==> src/rtl/core/i2cem_pkg.sv <==
// shared types and constants for the i2c eeprom master core
package i2cem_pkg;

    // bus phase codes, one per bit-phase tick position
    typedef enum logic [4:0] {
        PH_IDLE   = 5'd0,
        PH_ST_A   = 5'd1,
        PH_ST_B   = 5'd2,
        PH_DEVW_L = 5'd3,
        PH_DEVW_H = 5'd4,
        PH_ACK1_L = 5'd5,
        PH_ACK1_H = 5'd6,
        PH_ADDR_L = 5'd7,
        PH_ADDR_H = 5'd8,
        PH_ACK2_L = 5'd9,
        PH_ACK2_H = 5'd10,
        PH_DATA_L = 5'd11,
        PH_DATA_H = 5'd12,
        PH_ACK3_L = 5'd13,
        PH_ACK3_H = 5'd14,
        PH_RS_A   = 5'd15,
        PH_RS_B   = 5'd16,
        PH_RS_C   = 5'd17,
        PH_DEVR_L = 5'd18,
        PH_DEVR_H = 5'd19,
        PH_ACK4_L = 5'd20,
        PH_ACK4_H = 5'd21,
        PH_RD_L   = 5'd22,
        PH_RD_H   = 5'd23,
        PH_NK_L   = 5'd24,
        PH_NK_H   = 5'd25,
        PH_SP_A   = 5'd26,
        PH_SP_B   = 5'd27,
        PH_SP_C   = 5'd28
    } phase_t;

    // register indexes on the configuration port
    localparam logic REG_DEVICE_ADDRESS = 1'b0;
    localparam logic REG_ACK_TIMEOUT    = 1'b1;

    // register reset values
    localparam logic [6:0] DEVICE_ADDRESS_RESET = 7'd80;
    localparam logic [7:0] ACK_TIMEOUT_RESET    = 8'd250;

    // read/write bit of the address byte
    localparam logic RW_WRITE = 1'b0;
    localparam logic RW_READ  = 1'b1;

    // kind codes of a request
    localparam logic KIND_WRITE = 1'b0;
    localparam logic KIND_READ  = 1'b1;

    // one result item
    typedef struct packed {
        logic       scl_level;
        logic       sda_level;
        logic       busy_res;
        logic       done_res;
        logic [7:0] read_data;
        logic       ack_missing;
    } result_t;

endpackage

==> src/rtl/core/i2c_eeprom_master_core.sv <==
// i2c eeprom master core: tick-driven byte write and random read sequencer
//
// Each input item is one bit-phase tick from an external divider and gives exactly one
// result item carrying the SCL/SDA drive for that tick, busy, done, the last read byte
// and the missing-acknowledge flag. One item is taken per clock cycle unless stalled: the
// phase state machine advances once per accepted item; its next state and result are
// formed in one logic pass into the result register, which drains as the next item enters.
// A byte write takes 2 + 3*18 + 3 = 59 ticks plus any acknowledge wait; a random read
// takes 2 + 2*18 + 3 + 18 + 16 + 2 + 3 = 80 ticks plus any acknowledge wait. Each
// acknowledge slot holds SCL high for up to ack_timeout ticks, at least one; every tick
// beyond the first adds one to the totals. Registers: device_address at byte address 0,
// ack_timeout at byte address 4; both take effect at once; the user must write them only while idle.
module i2c_eeprom_master_core (
    input  logic        clk,
    input  logic        rst_n,
    // input channel
    input  logic        in_valid,
    output logic        in_ready,
    input  logic        request,
    input  logic        kind,
    input  logic [7:0]  word_address,
    input  logic [7:0]  write_data,
    input  logic        sda_in,
    // result channel
    output logic        out_valid,
    input  logic        out_ready,
    output logic        scl_level,
    output logic        sda_level,
    output logic        busy_res,
    output logic        done_res,
    output logic [7:0]  read_data,
    output logic        ack_missing,
    // configuration port
    input  logic        psel,
    input  logic        penable,
    input  logic        pwrite,
    input  logic [2:0]  paddr,
    input  logic [31:0] pwdata,
    output logic [31:0] prdata,
    output logic        pready
);
    import i2cem_pkg::*;

    // configuration registers
    logic [6:0] device_address_reg;
    logic [7:0] ack_timeout_reg;

    // sequencer state
    phase_t     phase_reg,        phase_next;
    logic [2:0] bit_count_reg,    bit_count_next;
    logic [7:0] shift_reg_reg,    shift_reg_next;
    logic [7:0] ack_wait_reg,     ack_wait_next;
    logic       held_kind_reg,    held_kind_next;
    logic [7:0] held_address_reg, held_address_next;
    logic [7:0] held_data_reg,    held_data_next;
    logic [7:0] received_reg,     received_next;
    logic       nack_seen_reg,    nack_seen_next;

    // result register
    logic       out_valid_reg;
    result_t    result_reg;
    result_t    result_next;

    logic       in_fire;
    logic       cfg_write;
    phase_t     cur_phase;
    logic       start_now;
    logic       scl_drive;
    logic       sda_drive;
    logic       done_drive;
    logic [8:0] ack_inc;
    logic       ack_end;
    logic [7:0] addr_byte_w;
    logic [7:0] addr_byte_r;

    // handshake
    assign in_ready  = !out_valid_reg || out_ready;
    assign in_fire   = in_valid && in_ready;
    assign out_valid = out_valid_reg;
    assign pready    = 1'b1;
    assign cfg_write = psel && penable && pwrite;

    // configuration write
    always_ff @(posedge clk or negedge rst_n)
    begin
        if (!rst_n)
        begin
            device_address_reg <= DEVICE_ADDRESS_RESET;
            ack_timeout_reg    <= ACK_TIMEOUT_RESET;
        end
        else if (cfg_write)
        begin
            case (paddr[2])
                REG_DEVICE_ADDRESS: device_address_reg <= pwdata[6:0];
                REG_ACK_TIMEOUT:    ack_timeout_reg    <= pwdata[7:0];
                default:            ;
            endcase
        end
    end

    // configuration read
    always_comb
    begin
        case (paddr[2])
            REG_DEVICE_ADDRESS: prdata = {25'd0, device_address_reg};
            REG_ACK_TIMEOUT:    prdata = {24'd0, ack_timeout_reg};
            default:            prdata = 32'd0;
        endcase
    end

    // a request in idle starts the sequence on this very tick
    assign start_now   = (phase_reg == PH_IDLE) && request;
    assign cur_phase   = start_now ? PH_ST_A : phase_reg;
    assign addr_byte_w = {device_address_reg, RW_WRITE};
    assign addr_byte_r = {device_address_reg, RW_READ};

    // acknowledge slot ends on low sda or on timeout
    assign ack_inc = {1'b0, ack_wait_reg} + 9'd1;
    assign ack_end = !sda_in || (ack_inc >= {1'b0, ack_timeout_reg});

    // next state
    always_comb
    begin
        phase_next        = phase_reg;
        bit_count_next    = bit_count_reg;
        shift_reg_next    = shift_reg_reg;
        ack_wait_next     = ack_wait_reg;
        held_kind_next    = held_kind_reg;
        held_address_next = held_address_reg;
        held_data_next    = held_data_reg;
        received_next     = received_reg;
        nack_seen_next    = nack_seen_reg;

        if (start_now)
        begin
            held_kind_next    = kind;
            held_address_next = word_address;
            held_data_next    = write_data;
            nack_seen_next    = 1'b0;
            ack_wait_next     = 8'd0;
            bit_count_next    = 3'd0;
        end

        case (cur_phase)
            PH_ST_A: phase_next = PH_ST_B;
            PH_ST_B:
            begin
                shift_reg_next = addr_byte_w;
                bit_count_next = 3'd0;
                phase_next     = PH_DEVW_L;
            end
            PH_DEVW_L: phase_next = PH_DEVW_H;
            PH_ADDR_L: phase_next = PH_ADDR_H;
            PH_DATA_L: phase_next = PH_DATA_H;
            PH_DEVR_L: phase_next = PH_DEVR_H;
            PH_DEVW_H, PH_ADDR_H, PH_DATA_H, PH_DEVR_H:
            begin
                if (bit_count_reg == 3'd7)
                begin
                    bit_count_next = 3'd0;
                    phase_next     = phase_t'(cur_phase + 5'd1);
                end
                else
                begin
                    bit_count_next = bit_count_reg + 3'd1;
                    shift_reg_next = {shift_reg_reg[6:0], 1'b0};
                    phase_next     = phase_t'(cur_phase - 5'd1);
                end
            end
            PH_ACK1_L: phase_next = PH_ACK1_H;
            PH_ACK2_L: phase_next = PH_ACK2_H;
            PH_ACK3_L: phase_next = PH_ACK3_H;
            PH_ACK4_L: phase_next = PH_ACK4_H;
            PH_ACK1_H, PH_ACK2_H, PH_ACK3_H, PH_ACK4_H:
            begin
                if (ack_end)
                begin
                    if (sda_in)
                    begin
                        nack_seen_next = 1'b1;
                    end
                    ack_wait_next  = 8'd0;
                    bit_count_next = 3'd0;
                    // pick the byte that follows this slot
                    case (cur_phase)
                        PH_ACK1_H:
                        begin
                            shift_reg_next = held_address_reg;
                            phase_next     = PH_ADDR_L;
                        end
                        PH_ACK2_H:
                        begin
                            if (held_kind_reg == KIND_READ)
                            begin
                                phase_next = PH_RS_A;
                            end
                            else
                            begin
                                shift_reg_next = held_data_reg;
                                phase_next     = PH_DATA_L;
                            end
                        end
                        PH_ACK4_H:
                        begin
                            shift_reg_next = 8'd0;
                            phase_next     = PH_RD_L;
                        end
                        default: phase_next = PH_SP_A;
                    endcase
                end
                else
                begin
                    ack_wait_next = ack_inc[7:0];
                end
            end
            PH_RS_A: phase_next = PH_RS_B;
            PH_RS_B: phase_next = PH_RS_C;
            PH_RS_C:
            begin
                shift_reg_next = addr_byte_r;
                bit_count_next = 3'd0;
                phase_next     = PH_DEVR_L;
            end
            PH_RD_L: phase_next = PH_RD_H;
            PH_RD_H:
            begin
                shift_reg_next = {shift_reg_reg[6:0], sda_in};
                if (bit_count_reg == 3'd7)
                begin
                    bit_count_next = 3'd0;
                    received_next  = {shift_reg_reg[6:0], sda_in};
                    phase_next     = PH_NK_L;
                end
                else
                begin
                    bit_count_next = bit_count_reg + 3'd1;
                    phase_next     = PH_RD_L;
                end
            end
            PH_NK_L: phase_next = PH_NK_H;
            PH_NK_H: phase_next = PH_SP_A;
            PH_SP_A: phase_next = PH_SP_B;
            PH_SP_B: phase_next = PH_SP_C;
            PH_SP_C: phase_next = PH_IDLE;
            default: phase_next = PH_IDLE;
        endcase
    end

    // line drive for this tick
    always_comb
    begin
        scl_drive  = 1'b1;
        sda_drive  = 1'b1;
        done_drive = 1'b0;
        case (cur_phase)
            PH_ST_B, PH_RS_C: sda_drive = 1'b0;
            PH_DEVW_L, PH_ADDR_L, PH_DATA_L, PH_DEVR_L:
            begin
                scl_drive = 1'b0;
                sda_drive = shift_reg_reg[7];
            end
            PH_DEVW_H, PH_ADDR_H, PH_DATA_H, PH_DEVR_H: sda_drive = shift_reg_reg[7];
            PH_ACK1_L, PH_ACK2_L, PH_ACK3_L, PH_ACK4_L: scl_drive = 1'b0;
            PH_RS_A, PH_RD_L, PH_NK_L: scl_drive = 1'b0;
            PH_SP_A:
            begin
                scl_drive = 1'b0;
                sda_drive = 1'b0;
            end
            PH_SP_B: sda_drive = 1'b0;
            PH_SP_C: done_drive = 1'b1;
            default: ;
        endcase
    end

    // result item
    always_comb
    begin
        result_next.scl_level   = scl_drive;
        result_next.sda_level   = sda_drive;
        result_next.busy_res    = (phase_next != PH_IDLE);
        result_next.done_res    = done_drive;
        result_next.read_data   = received_next;
        result_next.ack_missing = nack_seen_next;
    end

    // state registers, advanced once per item
    always_ff @(posedge clk or negedge rst_n)
    begin
        if (!rst_n)
        begin
            phase_reg        <= PH_IDLE;
            bit_count_reg    <= 3'd0;
            shift_reg_reg    <= 8'd0;
            ack_wait_reg     <= 8'd0;
            held_kind_reg    <= 1'b0;
            held_address_reg <= 8'd0;
            held_data_reg    <= 8'd0;
            received_reg     <= 8'd0;
            nack_seen_reg    <= 1'b0;
        end
        else if (in_fire)
        begin
            phase_reg        <= phase_next;
            bit_count_reg    <= bit_count_next;
            shift_reg_reg    <= shift_reg_next;
            ack_wait_reg     <= ack_wait_next;
            held_kind_reg    <= held_kind_next;
            held_address_reg <= held_address_next;
            held_data_reg    <= held_data_next;
            received_reg     <= received_next;
            nack_seen_reg    <= nack_seen_next;
        end
    end

    // result valid flag
    always_ff @(posedge clk or negedge rst_n)
    begin
        if (!rst_n)
        begin
            out_valid_reg <= 1'b0;
        end
        else if (in_fire)
        begin
            out_valid_reg <= 1'b1;
        end
        else if (out_ready)
        begin
            out_valid_reg <= 1'b0;
        end
    end

    // result payload
    always_ff @(posedge clk)
    begin
        if (in_fire)
        begin
            result_reg <= result_next;
        end
    end

    assign scl_level   = result_reg.scl_level;
    assign sda_level   = result_reg.sda_level;
    assign busy_res    = result_reg.busy_res;
    assign done_res    = result_reg.done_res;
    assign read_data   = result_reg.read_data;
    assign ack_missing = result_reg.ack_missing;

    // the stop tick always ends the transaction
    assert property (@(posedge clk) disable iff (!rst_n)
        out_valid_reg && result_reg.done_res |-> !result_reg.busy_res)
        else $error("done item reports busy");

    // a request taken in idle moves straight on to the second start tick
    assert property (@(posedge clk) disable iff (!rst_n)
        in_fire && (phase_reg == PH_IDLE) && request |=> phase_reg == PH_ST_B)
        else $error("start sequence not entered");

    // the wait counter only runs inside an acknowledge high slot
    assert property (@(posedge clk) disable iff (!rst_n)
        ack_wait_reg != 8'd0 |-> (phase_reg == PH_ACK1_H) || (phase_reg == PH_ACK2_H)
            || (phase_reg == PH_ACK3_H) || (phase_reg == PH_ACK4_H))
        else $error("ack wait count outside acknowledge slot");

    // the bit counter only runs while a byte is shifted
    assert property (@(posedge clk) disable iff (!rst_n)
        bit_count_reg != 3'd0 |-> (phase_reg == PH_DEVW_L) || (phase_reg == PH_DEVW_H)
            || (phase_reg == PH_ADDR_L) || (phase_reg == PH_ADDR_H)
            || (phase_reg == PH_DATA_L) || (phase_reg == PH_DATA_H)
            || (phase_reg == PH_DEVR_L) || (phase_reg == PH_DEVR_H)
            || (phase_reg == PH_RD_L) || (phase_reg == PH_RD_H))
        else $error("bit count outside a byte");

endmodule
==> config.mk <==
export PLATFORM = sky130hd
export DESIGN_NAME = i2c_eeprom_master_core
export DESIGN_NICKNAME = d
export VERILOG_FILES = /design/src/rtl/core/i2cem_pkg.sv /design/src/rtl/core/i2c_eeprom_master_core.sv
export SDC_FILE = /design/constraint.sdc
export NUM_CORES = 1
export LEC_CHECK = 0
export ABC_AREA = 1
export BUFFER_PORTS_ARGS = -buffer_cell sky130_fd_sc_hd__buf_4
export CAP_MARGIN = 20
export CORE_ASPECT_RATIO = 0.9
export CORE_MARGIN = 5
export CORE_UTILIZATION = 48
export CTS_BUF_LIST = sky130_fd_sc_hd__clkbuf_16
export DETAILED_ROUTE_END_ITERATION = 12
export GPL_TIMING_DRIVEN = 0
export MAX_ROUTING_LAYER = met4
export PLACE_DENSITY_LB_ADDON = 0.25
export SLEW_MARGIN = 20
export SYNTH_ARGS = -nofsm -noshare
export SYNTH_HDL_FRONTEND = slang
export SYNTH_SLANG_ARGS = --single-unit
export TNS_END_PERCENT = 30
==> constraint.sdc <==
create_clock -name clk -period 4.5 [get_ports clk]
set_clock_uncertainty 0.05 [all_clocks]
set_input_delay 0.225 -clock clk [delete_from_list [all_inputs] [get_ports clk]]
set_output_delay 0.225 -clock clk [all_outputs]
set_load 0.01 [all_outputs]
==> results of run 1 <==
## placed cells by master, fill, tap and decap left out, types with 3 or more instances in the layout
cell	n
nand3_2	4
nor2_2	3
clkbuf_1	7
conb_1	25
nand4_1	11
buf_2	6
buf_4	83
o21ai_1	6
mux2_2	8
inv_1	70
xor2_1	6
dfstp_2	8
edfxtp_1	13
nand2_2	4
nor2_1	32
inv_2	12
nand3_1	31
a21oi_1	24
nor3_1	8
dfrtp_1	58
clkbuf_16	10
nand2_1	182
ha_1	12
o21ai_0	52
## metal layers
metal	wire length [µm]	share of wire (%)
met3	686	5.8
met1	5660	48
met2	5320	45
met4	106	0.90
met5	0	0
## worst reg2reg max path: cells and delay by family (launching register included)
| family | cells | cell delay (ps) |
|---|---|---|
| xor+xnor | 1 | 270 |
| fa+ha+maj | 2 | 500 |
| buf+inv | 1 | 40 |
| flops | 1 | 420 |
| simple gates | 11 | 1540 |
## cell type report
class	instances	area share (%)
multi-input combinational	429	38.3
sequential	79	35.8
timing repair buffer	58	7.65
inverter	81	5.36
buffer	41	4.68
clock buffer	10	4.37
tap	126	2.75
clock inverter	6	1.03
## power by group
| part | total (µW) | internal [µW] | switching, µW | leakage (µW) |
|---|---|---|---|---|
| logic | 1240 | 456 | 780 | 0.00193 |
| registers | 1120 | 976 | 147 | 0.000950 |
| clock network | 748 | 460 | 288 | 0.000157 |
| total | 3110 | 1890 | 1210 | 0.00304 |
## final timing paths
kind                                       end  slack, ps
max reg2reg                   shift_reg_reg[5]       1630
max                           shift_reg_reg[5]       1630
min in group asynchronous            out_valid        470
max in group asynchronous     shift_reg_reg[3]       3360
min                        held_address_reg[1]         50
min reg2reg                    received_reg[0]        440
## logic make-up after synthesis
group / after synthesis / synth area share, %
muxes: 8 / 1.90
buffers and inverters: 122 / 12.1
xor gates and xnor gates: 6 / 1.11
adders and majority gates: 12 / 3.17
DFF: 79 / 43.4
AOI/OAI and AO/OA: 93 / 10.8
and+or+nand+nor: 285 / 27.4
other: 2 / 0.159
## synthesized netlist by cell type
library cell    n  area share [%]
o22ai_1         2            0.26
nand2_1       182              14
o21ai_2         1            0.19
dfrtp_1        58              31
nand3_4         1            0.37
nor3_1          8            0.85
nor4_1          1            0.13
nand3_1        31             3.3
o2111ai_1       2            0.37
clkbuf_1        8            0.63
o211ai_1        2            0.32
o21ai_1         6            0.63
buf_4          26             4.1
a21oi_1        24             2.5
nor2_1         32             2.5
inv_2          12            0.95
o21ai_0        52             5.5
dfstp_2         8             4.4
nor2_4          1            0.24
inv_4           1            0.13
nand2_4         2            0.48
conb_1          2            0.16
inv_1          68             5.4
ha_1           12             3.2
nand3b_4        1            0.42
a22oi_1         1            0.16
and3_1          1            0.13
nand4_1        11             1.5
o21ai_4         2            0.69
buf_2           6            0.63
o21a_1          1            0.16
mux2_2          8             1.9
nor2_2          3            0.40
nand2_8         1            0.42
nand3_2         4            0.85
nand2_2         4            0.53
nor2_8          2            0.85
buf_6           1            0.24
xor2_1          6             1.1
edfxtp_1       13             8.2
## timing repair
item,4_1_cts,5_1_grt
hold buffers,1,0
hold endpoints to repair,58,0
endpoints found under the setup margin,0,0
## metrics by stage
stage          setup WS [ps]  hold slack (ps)  power, µW
4_1_cts                 1650             45.8       3110
3_5_place_dp            1670              324       2350
3_3_place_gp            1720              323       2320
6_report                1630             48.3       3110
5_1_grt                 1400             55.4       3330
2_1_floorplan           2110             -121       1980
==> flow_summary.json, run 1 <==
{
  "fin_area_um2": 5720,
  "path_depth": 15,
  "gp_congestion": 0.923,
  "grt_pass1_vias": 4043,
  "setup_tns_ps": 0,
  "viasPerCell": 5.05,
  "yosysSeqAreaShare_pct": 43.4,
  "clock_latency_ps": 340,
  "diodes": 0,
  "outcome": "completed",
  "critPathLaunchType": "flip-flop",
  "initial_core_util_pct": 49.0,
  "die-width_um": 115,
  "synthesis.area_um2": 4730,
  "hold_path_class": "input port to flip-flop",
  "reg2regPathDepth": 15,
  "crit_fanout": 8,
  "post_cts_buffers": 0,
  "drt_iter0_drc": 264,
  "grt_usage_pct": 20.8,
  "die_h_um": 104,
  "multi_input_area_um2": 2190,
  "synth_area_per_cell_um2": 7.80,
  "cpMostUsedCell": "nand2_1",
  "tightestPinTransition_ps": 827,
  "cp.required_ps": 4720,
  "drc_errors": 0,
  "rows": 34,
  "cts.repair.resized": 0,
  "setup_viol": 0,
  "fin_cells": 830,
  "rsz0062_at_grt": "false",
  "ir_worst_vdd_v": 0.000291,
  "synth-seq-cells": 79,
  "ios": 109,
  "cpMaxStageDelayCell": "dfrtp_1",
  "hold_viol": 0,
  "p_leak_uw": 0.00304,
  "post_synth_num_cell_types": 40,
  "final_util_pct": 59.3,
  "r2r_start": "ack_wait_reg[0]",
  "drt-total-wl_um": 11800,
  "startpoint": "ack_wait_reg[0]",
  "power_density_nw_per_um2": 543,
  "cp_top_family": "simple AND/OR/NAND/NOR gates",
  "arrival_ps": 3090,
  "place_area_um2": 5400,
  "place_hpwl_um": 9180,
  "die_area_um2": 11900,
  "port_buffers": 57,
  "core_um2": 9660,
  "slew_viol_final": 0,
  "antenna_found_initial": 0,
  "holdPathStages": 3,
  "fmax_ghz": 0.348,
  "routedWlPerCell_um": 14.2,
  "fill_cells": 879,
  "synth-warning-count": 0,
  "fin_nets": 772,
  "cts_tree": "yes",
  "slowest_delay_ps": 420,
  "grt_max_degree": 67,
  "clkTransAtPathRegs_ps": 60,
  "dpl.cell_count": 813,
  "drv_cap": 0,
  "first_pass_iters": 5,
  "grt_util_met1_pct": 29.6,
  "seq_area_um2": 2050,
  "ant_nets": 0,
  "clock_sinks": 79,
  "min_from": "word_address[1]",
  "max-slew-margin-rel_pct": 44.8,
  "htree_num_levels": 3,
  "grt_pass1_wl_um": 19700,
  "worst-path-buf-inv": 1,
  "grtUsageMet2_pct": 31.2,
  "cts.path.max_buffers": 2,
  "drive_above_1_share_pct": 22.2,
  "cts_made_buffers": 9,
  "fin_crit_ps": 2870,
  "synth_cells": 607,
  "top_usage_layer": "met2",
  "cp_cell_sequence": "ha_1, nand3_1, nor3_1, xor2_1, ha_1, nand2_1, inv_1, nand2_1, nand2_1, nand2_1, nand2_1, nor2_8, nand3b_4, nand2_1, nand2_1",
  "syn_to_final_growth_pct": 21.0,
  "vias": 4190,
  "critPathCaptureType": "flip-flop",
  "min_period_over_period_pct": 63.8,
  "path_class": "flip-flop to flip-flop",
  "grt_util_met3_pct": 3.37,
  "grt-ovfl-total": 0,
  "cts-root-buf": "clkbuf_16"
}
No activity file was read; power rests on OpenSTA's default activity.
==> run 2, diff against run 1 <==
- clock period: 4.5 -> 2.95 ns (I/O delays scaled with it)
==> run 2 against run 1 <==
Against the previous run:
- maximum frequency rose by 7.4%
- design area grew 2.3%
- clock-buffer cell count did not move
- sequential power up 53%
==> flow_summary.json, run 2 (synthesis results as in run 1) <==
{
  "crit_fanout": 8,
  "cp.required_ps": 3170,
  "cts_made_buffers": 9,
  "ir_worst_vdd_v": 0.000450,
  "grt_pass1_vias": 4107,
  "reg2regPathDepth": 13,
  "core_um2": 9660,
  "first_pass_iters": 5,
  "gp_congestion": 0.923,
  "multi_input_area_um2": 2220,
  "grt_util_met1_pct": 29.5,
  "fill_cells": 866,
  "arrival_ps": 2890,
  "seq_area_um2": 2050,
  "ios": 109,
  "pre_cts_slack_ps": 117,
  "layout_common_cells": "nand2_1 (180), buf_4 (83), inv_1 (70)",
  "top_usage_layer": "met2",
  "initial_core_util_pct": 49.0,
  "grt_max_degree": 67,
  "r2r-end": "shift_reg_reg[5]",
  "final_common_cell": "nand2_1",
  "antenna_found_initial": 0,
  "reg2reg_setup_slack_ps": 280,
  "path_class": "flip-flop to flip-flop",
  "die_area_um2": 11900,
  "clkTransAtPathRegs_ps": 60,
  "grt_usage_pct": 21.1,
  "cts.path.max_buffers": 2,
  "grt_util_met3_pct": 3.37,
  "htree_num_levels": 3,
  "max-slew-margin-rel_pct": 44.8,
  "vias": 4197,
  "die-width_um": 115,
  "setup_viol": 0,
  "syn_to_final_growth_pct": 23.8,
  "fmax_ghz": 0.374,
  "min_from": "write_data[4]",
  "clock_latency_ps": 330,
  "cts-root-buf": "clkbuf_16",
  "diodes": 0,
  "power_density_nw_per_um2": 813,
  "outcome": "completed",
  "ant_nets": 0,
  "grt_pass1_wl_um": 20000,
  "drt_iter0_drc": 249,
  "hold_path_class": "input port to flip-flop",
  "cts_tree": "yes",
  "p_leak_uw": 0.00309,
  "critPathCaptureType": "flip-flop",
  "routedWlPerCell_um": 14.3,
  "port_buffers": 57,
  "grt-ovfl-total": 0,
  "slew_viol_final": 0,
  "tightestPinTransition_ps": 827,
  "r2r_start": "ack_wait_reg[0]",
  "drv_cap": 0,
  "holdPathStages": 2,
  "fin_area_um2": 5860,
  "drive_above_1_share_pct": 22.5,
  "fin_ws_ps": 275,
  "viasPerCell": 4.99,
  "fin_crit_ps": 2670,
  "place_area_um2": 5400,
  "drc_errors": 0,
  "clock_sinks": 79,
  "min_period_over_period_pct": 90.7,
  "grtUsageMet2_pct": 32.5,
  "power.total_uw": 4760,
  "rsz0062_at_grt": "false",
  "place_hpwl_um": 9180,
  "critPathLaunchType": "flip-flop",
  "rows": 34,
  "fin_nets": 783,
  "die_h_um": 104,
  "setup_tns_ps": 0,
  "hold_viol": 0,
  "drt-total-wl_um": 12000,
  "whs_endpoint": "held_data_reg[4]"
}
## run 2: report_power, final
part           switching, µW  internal, µW  leakage (µW)
sequential               224          1490      0.000950
combinational           1200           709       0.00198
clock                    440           702      0.000157
total                   1860          2900       0.00309
## run 2: layout make-up
class | instances | share of cell area, %
multi-input combinational | 429 | 37.8
sequential | 79 | 35.0
timing repair buffer | 69 | 9.36
inverter | 81 | 5.23
buffer | 41 | 4.57
clock buffer | 10 | 4.27
tap | 126 | 2.69
clock inverter | 6 | 1.00
## run 2: how the worst max path moves through the flow
stage	end	slack (ps)	from	cells past startpoint
floorplan	shift_reg_reg[1]	560	ack_wait_reg[0]	15
global placement	shift_reg_reg[2]	170	ack_wait_reg[0]	15
detailed placement	shift_reg_reg[4]	120	ack_wait_reg[0]	15
CTS	shift_reg_reg[5]	100	ack_wait_reg[0]	15
global route	shift_reg_reg[5]	40	ack_wait_reg[0]	13
finish	shift_reg_reg[5]	280	ack_wait_reg[0]	13
## run 2: critical path, stage by stage, from the launching register on
cell and delay [ps]:
dfrtp_1 410, ha_1 210, nand3_1 150, nor3_2 200, xor2_1 250, ha_1 290, a21oi_1 150, nand2_1 90
nand2_2 130, nand2_2 140, nor2_8 200, nand3b_4 210, nand2_1 60, nand2_1 60
## run 2: metrics by stage
step	hold slack [ps]	utilization (%)	cells
6_report	4.97	60.7	841
5_1_grt	2.72	60.7	841
4_1_cts	0.739	60.3	840
3_5_place_dp	246	56.0	813
3_3_place_gp	245	56.0	813
2_1_floorplan	-198	-	630
## run 2: repair_timing
action | 4_1_cts | 5_1_grt
endpoints found under the hold margin | 68 | 1
hold buffers | 11 | 1
setup endpoints to repair | 0 | 18
resized for setup | 0 | 5
buffers inserted | 0 | 0
## run 2: metal layers
layer	wire [µm]	vias to the layer above
met4	106	0
met2	5510	125
met3	729	9
met1	5650	1948
met5	0	-
li1	-	2115
==> run 3, diff against run 2 <==
- CORE_UTILIZATION: 48 -> 55
==> run 3 against run 2 <==
Against the previous run:
- register-to-register slack got worse by 40 ps
- final cell count decreased by 0.24%
- design area grew 0.56%
- critical endpoint is now shift_reg_reg[7]
- largest cell class unchanged
- highest routed layer unchanged
==> flow_summary.json, run 3 (synthesis results as in run 1) <==
{
  "outcome": "completed",
  "dr_wl_met2_um": 5550,
  "setup_viol": 0,
  "cp_top_family": "simple AND/OR/NAND/NOR gates",
  "m1WireLength_um": 5410,
  "power_density_nw_per_um2": 811,
  "min_period_over_period_pct": 92.1,
  "die-width_um": 108,
  "crit_fanout": 8,
  "die_h_um": 98.0,
  "fin_nets": 788,
  "core_um2": 8490,
  "ios": 109,
  "antenna_found_initial": 0,
  "clock_latency_ps": 330,
  "critPathLaunchType": "flip-flop",
  "grt_pass1_vias": 4110,
  "grt_max_degree": 67,
  "rows": 32,
  "rsz0062_at_grt": "false",
  "syn_to_final_growth_pct": 24.5,
  "grt-ovfl-total": 0,
  "tightestPinTransition_ps": 836,
  "htree_num_levels": 3,
  "viasPerCell": 5.17,
  "drt_iter0_drc": 332,
  "final_util_pct": 69.4,
  "fill_cells": 702,
  "diodes": 0,
  "place_hpwl_um": 8900,
  "ir_worst_vdd_v": 0.000597,
  "hold_viol": 0,
  "ant_nets": 0,
  "hold_path_class": "input port to flip-flop",
  "fin_crit_ps": 2720,
  "setup_tns_ps": 0,
  "cpMostUsedCell": "nand2_1",
  "drv_cap": 0,
  "r2r_start": "ack_wait_reg[0]",
  "layout_common_cells": "nand2_1 (181), buf_4 (83), inv_1 (69)",
  "p_leak_uw": 0.00310,
  "port_buffers": 57,
  "first_pass_iters": 5,
  "cp_cell_sequence": "ha_1, nand3_1, xor2_1, ha_1, nand2_1, inv_1, nand2_1, nand3_1, nand2_1, nand2_1, nand2_1, nand2_2, nor2_8, nand3b_4, nand2_1, nand2_1",
  "slowest_delay_ps": 440,
  "worst-path-buf-inv": 1,
  "wl_met3_um": 858,
  "initial_core_util_pct": 55.7,
  "fin_cells": 839,
  "drt-total-wl_um": 11900,
  "critPathCaptureType": "flip-flop",
  "cts_made_buffers": 9,
  "arrival_ps": 2940,
  "path_class": "flip-flop to flip-flop",
  "routedWlPerCell_um": 14.2,
  "dpl.cell_count": 806,
  "cp.required_ps": 3170,
  "clkTransAtPathRegs_ps": 60,
  "die_area_um2": 10600,
  "grt_pass1_wl_um": 19600,
  "cpMaxStageDelayCell": "dfrtp_1",
  "startpoint": "ack_wait_reg[0]",
  "max-slew-margin-rel_pct": 44.2,
  "cts.path.max_buffers": 2,
  "power.total_uw": 4780,
  "clock_sinks": 79,
  "fmax_ghz": 0.368,
  "min_from": "write_data[4]",
  "final_common_cell": "nand2_1",
  "slew_viol_final": 0,
  "gp_congestion": 0.947,
  "highest_layer": "met4",
  "cts_tree": "yes",
  "vias": 4339,
  "drc_errors": 0,
  "grt_usage_pct": 23.8,
  "hold_ws_ps": 18.4,
  "drive_above_1_share_pct": 22.1,
  "cts-root-buf": "clkbuf_16"
}
[run 3: layout make-up]
class / instances / area, µm² / area share [%]
plain buffers: 41 / 268 / 4.55
clock buffers: 10 / 250 / 4.25
flip-flops and latches: 79 / 2050 / 34.8
well taps: 119 / 149 / 2.53
inverters: 81 / 307 / 5.21
repair buffers: 74 / 598 / 10.2
multi-input cells: 429 / 2200 / 37.4
clock inverters: 6 / 65.1 / 1.10
[run 3: worst paths after layout]
check / endpoint / slack (ps) / depth (start not counted)
worst max register to register: shift_reg_reg[7] / 230 / 16
worst min-delay path: held_data_reg[4] / 20 / 2
max in group asynchronous: held_data_reg[5] / 1890 / 2
worst min register to register: received_reg[0] / 450 / 2
worst max-delay path: shift_reg_reg[7] / 230 / 16
min in group asynchronous: ack_timeout_reg[0] / 400 / 2
[run 3: stage by stage]
stage / instance area, µm² / setup slack [ps]
after floorplan: 4820 / 558
after CTS: 5880 / 79.1
after detailed placement: 5400 / 92.4
after global routing: 5890 / 16.7
final: 5890 / 232
after global placement: 5400 / 172
[run 3: layer usage]
layer  global-route usage [%]  vias up
met5                        -        -
met1                     32.9     2027
met2                     36.0      180
met4                     6.12        0
met3                     5.02       10
li1                         -     2122
[run 3: timing repair]
action / in CTS / in global routing
hold buffers: 17 / 0
gates resized for setup: 0 / 2
endpoints found under the setup margin: 0 / 18
hold endpoints to repair: 74 / 0
buffers inserted: 0 / 0
[run 3: power by group]
part / total, µW / leakage (µW) / internal (µW) / switching, µW
logic: 1910 / 0.00200 / 711 / 1200
registers: 1710 / 0.000950 / 1490 / 225
clock network: 1160 / 0.000156 / 709 / 448
